<file path="src/sv/tna_pkg.sv">
`default_nettype none
package tna_pkg;

  localparam int VertexDepthDefault = 4096;

  localparam int IdxW   = 12;
  localparam int CoordW = 24;
  localparam int EdgeW  = 25;
  localparam int MulW   = 26;
  localparam int ProdW  = 52;
  localparam int CrossW = 51;
  localparam int MagW   = 50;
  localparam int HalfW  = 25;
  localparam int SumW   = 102;
  localparam int RootW  = 51;
  localparam int RemW   = 53;
  localparam int DremW  = 52;
  localparam int QuotW  = 17;
  localparam int NormW  = 16;
  localparam int AreaW  = 49;
  localparam int CntW   = 6;
  localparam int OpW    = 3;

  // datapath step codes
  localparam logic [OpW-1:0] OP_IDLE   = 3'd0;
  localparam logic [OpW-1:0] OP_READ   = 3'd1;
  localparam logic [OpW-1:0] OP_CROSS  = 3'd2;
  localparam logic [OpW-1:0] OP_SQUARE = 3'd3;
  localparam logic [OpW-1:0] OP_SQRT   = 3'd4;
  localparam logic [OpW-1:0] OP_DIV    = 3'd5;
  localparam logic [OpW-1:0] OP_FINISH = 3'd6;

  typedef struct packed {
    logic                     action;
    logic [IdxW-1:0]          vertex_index;
    logic signed [CoordW-1:0] coord_x;
    logic signed [CoordW-1:0] coord_y;
    logic signed [CoordW-1:0] coord_z;
    logic [IdxW-1:0]          corner_a;
    logic [IdxW-1:0]          corner_b;
    logic [IdxW-1:0]          corner_c;
  } req_t;

  typedef struct packed {
    logic signed [NormW-1:0] normal_x;
    logic signed [NormW-1:0] normal_y;
    logic signed [NormW-1:0] normal_z;
    logic [AreaW-1:0]        tri_area;
    logic                    degenerate;
  } res_t;

  typedef struct packed {
    logic            capture;
    logic [OpW-1:0]  op;
    logic [CntW-1:0] cnt;
  } ctl_t;

  typedef struct packed {
    logic s_zero;
  } sts_t;

endpackage
`default_nettype wire

</file>
<file path="src/sv/tna_ctrl.sv">
`default_nettype none
module tna_ctrl (
  input  wire logic          clk,
  input  wire logic          rst,
  input  wire logic          start,
  input  wire logic          action,
  input  wire tna_pkg::sts_t sts,
  output logic               busy,
  output tna_pkg::ctl_t      ctl
);
  import tna_pkg::*;

  localparam logic [2:0] S_IDLE   = 3'd0;
  localparam logic [2:0] S_READ   = 3'd1;
  localparam logic [2:0] S_CROSS  = 3'd2;
  localparam logic [2:0] S_SQUARE = 3'd3;
  localparam logic [2:0] S_CHECK  = 3'd4;
  localparam logic [2:0] S_SQRT   = 3'd5;
  localparam logic [2:0] S_DIV    = 3'd6;
  localparam logic [2:0] S_FINISH = 3'd7;

  logic [2:0]      state, state_next;
  logic [CntW-1:0] cnt, cnt_next;
  logic            last;
  logic [OpW-1:0]  op;

  always_comb begin
    state_next = state;
    cnt_next   = cnt + CntW'(1);
    last       = 1'b0;
    op         = OP_IDLE;
    unique case (state)
      S_IDLE: begin
        cnt_next = '0;
        if (start && action) state_next = S_READ;
      end
      S_READ: begin
        op   = OP_READ;
        last = (cnt == CntW'(3));
        if (last) state_next = S_CROSS;
      end
      S_CROSS: begin
        op   = OP_CROSS;
        last = (cnt == CntW'(6));
        if (last) state_next = S_SQUARE;
      end
      S_SQUARE: begin
        op   = OP_SQUARE;
        last = (cnt == CntW'(9));
        if (last) state_next = S_CHECK;
      end
      S_CHECK: begin
        last       = 1'b1;
        state_next = sts.s_zero ? S_FINISH : S_SQRT;
      end
      S_SQRT: begin
        op   = OP_SQRT;
        last = (cnt == CntW'(RootW - 1));
        if (last) state_next = S_DIV;
      end
      S_DIV: begin
        op   = OP_DIV;
        last = (cnt == CntW'(QuotW - 1));
        if (last) state_next = S_FINISH;
      end
      S_FINISH: begin
        op         = OP_FINISH;
        last       = 1'b1;
        state_next = S_IDLE;
      end
      default: state_next = S_IDLE;
    endcase
    if (last) cnt_next = '0;
  end

  always_ff @(posedge clk) begin
    if (rst) begin
      state <= S_IDLE;
      cnt   <= '0;
    end else begin
      state <= state_next;
      cnt   <= cnt_next;
    end
  end

  assign busy        = (state != S_IDLE);
  assign ctl.op      = op;
  assign ctl.capture = start && (state == S_IDLE);
  assign ctl.cnt     = cnt;

endmodule
`default_nettype wire

</file>
<file path="config.mk">
export PLATFORM = sky130hd
export DESIGN_NAME = tna_ctrl
export DESIGN_NICKNAME = d
export VERILOG_FILES = /design/src/sv/tna_pkg.sv /design/src/sv/tna_ctrl.sv
export SDC_FILE = /design/constraint.sdc
export NUM_CORES = 1
export LEC_CHECK = 0
export ABC_AREA = 1
export BUFFER_PORTS_ARGS = -buffer_cell sky130_fd_sc_hd__buf_2
export CAP_MARGIN = 20
export CELL_PAD_IN_SITES_DETAIL_PLACEMENT = 1
export CELL_PAD_IN_SITES_GLOBAL_PLACEMENT = 2
export CORE_AREA = 2 2 46 56
export CTS_BUF_LIST = sky130_fd_sc_hd__clkbuf_8
export CTS_CLUSTER_SIZE = 14
export DETAILED_ROUTE_END_ITERATION = 8
export DIE_AREA = 0 0 48 58
export PLACE_DENSITY_LB_ADDON = 0.08
export SLEW_MARGIN = 25
export SYNTH_ARGS = -nofsm -noshare
export SYNTH_HDL_FRONTEND = slang
export SYNTH_SLANG_ARGS = --single-unit
</file>
<file path="constraint.sdc">
create_clock -name clk -period 3.2 [get_ports clk]
set_input_delay 0.32 -clock clk [delete_from_list [all_inputs] [get_ports clk]]
set_output_delay 0.32 -clock clk [all_outputs]
set_load 0.05 [all_outputs]
</file>
==> results.toml <==
[cells_and_area]
regArea_um2 = 180
area_growth_pct = 22.7
final_cell_mix = "nor2_1 (18), nand2_1 (17), buf_2 (15), inv_1 (12), nand3_1 (12)"
layout_commonest_cell = "nor2_1"
multi_input_area_um2 = 432
n_antenna_cell = 0
nets = 128
fill_cells = 313
fin_cells = 149
fin_util_pct = 36.3
drive_above_1_share_pct = 23.7

[clocking]
insertion_delay_ns = 0.23
path_clk_slew_ns = 0.04
clock_sinks = 9
postCtsSetupRepairBufs = 0
cts.path.max_buffers = 2
htreeDepth = 1
hold_buffers = 0
ctsResizeCount = 0
cts_tree = "done"
root_buffer = "clkbuf_8"
numCtsBuffers = 3

[floorplan]
fp.dieH_um = 58
num_rows = 19
pin_count = 16
die_area_um2 = 2780
initial_utilization_pct = 29.6
coreArea_um2 = 2260
fp.dieW_um = 48

[worst_setup_path]
critPathKind = "register to output port"
arrival_ns = 1.36
cp.required_ns = 2.88
worst-path-max-fanout = 6
end_kind = "output port"
worst_setup_path_start_kind = "register"

[sta]
tns_ns = 0
period_share_pct = 52.7
tightest_slew_ns = 0.367
hold_viol_final = 0
grt_setup_unrepaired = "no"
fmax_ghz = 0.594
clock_skew_ns = 0.000126
post-route-min-period_ns = 1.68
finalSetupViolCount = 0
timing.hold.ws_ns = 0.324
slew-limit-headroom_pct = 75.5
finalMaxSlewViolations = 0

[hold_path]
hold_class = "primary input to register"

[power_and_ir_drop]
leakagePower_nw = 0.406
ir_drop_mv = 0.432
p_per_area_nw_per_um2 = 632
p_total_uw = 518

[synth]
ys_types = 21
synth_top_area_share_pct = 27.0
netlist_area_um2 = 668
ys_ff_latch = 9
avgSynthCellArea_um2 = 6.68
syn_nets = 109
yosysWarnings = 0
syn_inst = 100
synth.top_cells.by_area = "dfxtp_1 (27%), nor2_1 (10%), nand2_1 (9.6%)"
ys_seq_area_share_pct = 27.0
synth_area_leader_cell = "dfxtp_1"

[grt]
antenna_found_initial = 0
grtUsageTotal_pct = 15.8
grt_overflow_total = 0
grt_pass1_wl_um = 3120
grt_max_degree = 10
first_global_vias = 729

[drt]
post_drt_via_cell_ratio = 4.76
routedWlPerCell_um = 12.0
dr.pass1.iters = 1
ant_nets = 0
drt_iter0_markers = 0
drc_errors = 0
vias = 709
routed_wirelength_um = 1780

[place]
place_inst = 145
post-dp-hpwl_um = 1510
gp_congestion = 0.784
port_buffers = 15

[run]
drv_cap = 0

[outcome]
status = "finished, final reports clean"
==> stage by stage <==
stage | area [um2] | setup WS [ns]
3_3_place_gp | 774 | 1.73
2_1_floorplan | 668 | 1.20
3_5_place_dp | 774 | 1.73
4_1_cts | 820 | 1.50
5_1_grt | 820 | 1.36
6_report | 820 | 1.52
==> path summary, 6_finish.rpt <==
check | slack [ns] | start | to | depth (start not counted)
min | 0.32 | rst | state[2] | 2
max | 1.52 | state[0] | ctl[9] | 4
max reg2reg | 1.71 | state[2] | state[0] | 9
min reg2reg | 0.55 | cnt[0] | cnt[0] | 1
==> synthesized netlist by cell type, drive strengths merged <==
cell type and n:
o21ai 3, o21bai 1, inv 13, a21oi 1, nand3 13, buf 1
o211ai 1, xnor2 1, a22oi 1, nor3 6, ha 4, nor3b 1
nor2 22, nand2 17, xor2 3, nand4 3, dfxtp 9
==> state kept, by name, summed over array words and instances (netlist names) <==
register / flops
cnt: 6
state: 3
==> area by class of cell <==
cell class                      instances  area share [%]
Clock inverter                          1           0.458
Multi-Input combinational cell         77            52.7
Timing Repair Buffer                   15            9.16
Clock buffer                            3            5.04
Tap cell                               31            4.73
Sequential cell                         9            22.0
Inverter                               13            5.95
==> routing by layer <==
layer,track usage (%),up-vias,routed length [um]
li1,-,361,-
met1,16.7,326,717
met2,27.6,16,946
met3,4.67,6,63
met4,6.56,0,55
met5,0,-,0
==> worst max-delay path, stage by stage, from the launching register on <==
cell and delay [ns]:
dfxtp_1 0.36, nor2_1 0.29, nand2_1 0.12, nor2_1 0.10, buf_2 0.26
==> kinds of logic (layout without fill, tap and decap cells) <==
logic type      count (synthesis)  in the layout  share of synthesized area [%]
compound gates                  7              7                           8.80
xor+xnor                        4              4                           5.24
fa+ha+maj                       4              4                           7.49
buf+inv                        14             32                           8.43
flops                           9              9                           27.0
simple gates                   62             62                           43.1
==> where the power goes <==
| part | total (mW) | switching (mW) | internal [mW] |
|---|---|---|---|
| logic | 0.242 | 0.178 | 0.0641 |
| clock network | 0.126 | 0.0431 | 0.0834 |
| registers | 0.149 | 0.0227 | 0.127 |
| total | 0.518 | 0.244 | 0.274 |
Note: power is estimated with default switching activity, not from simulation.
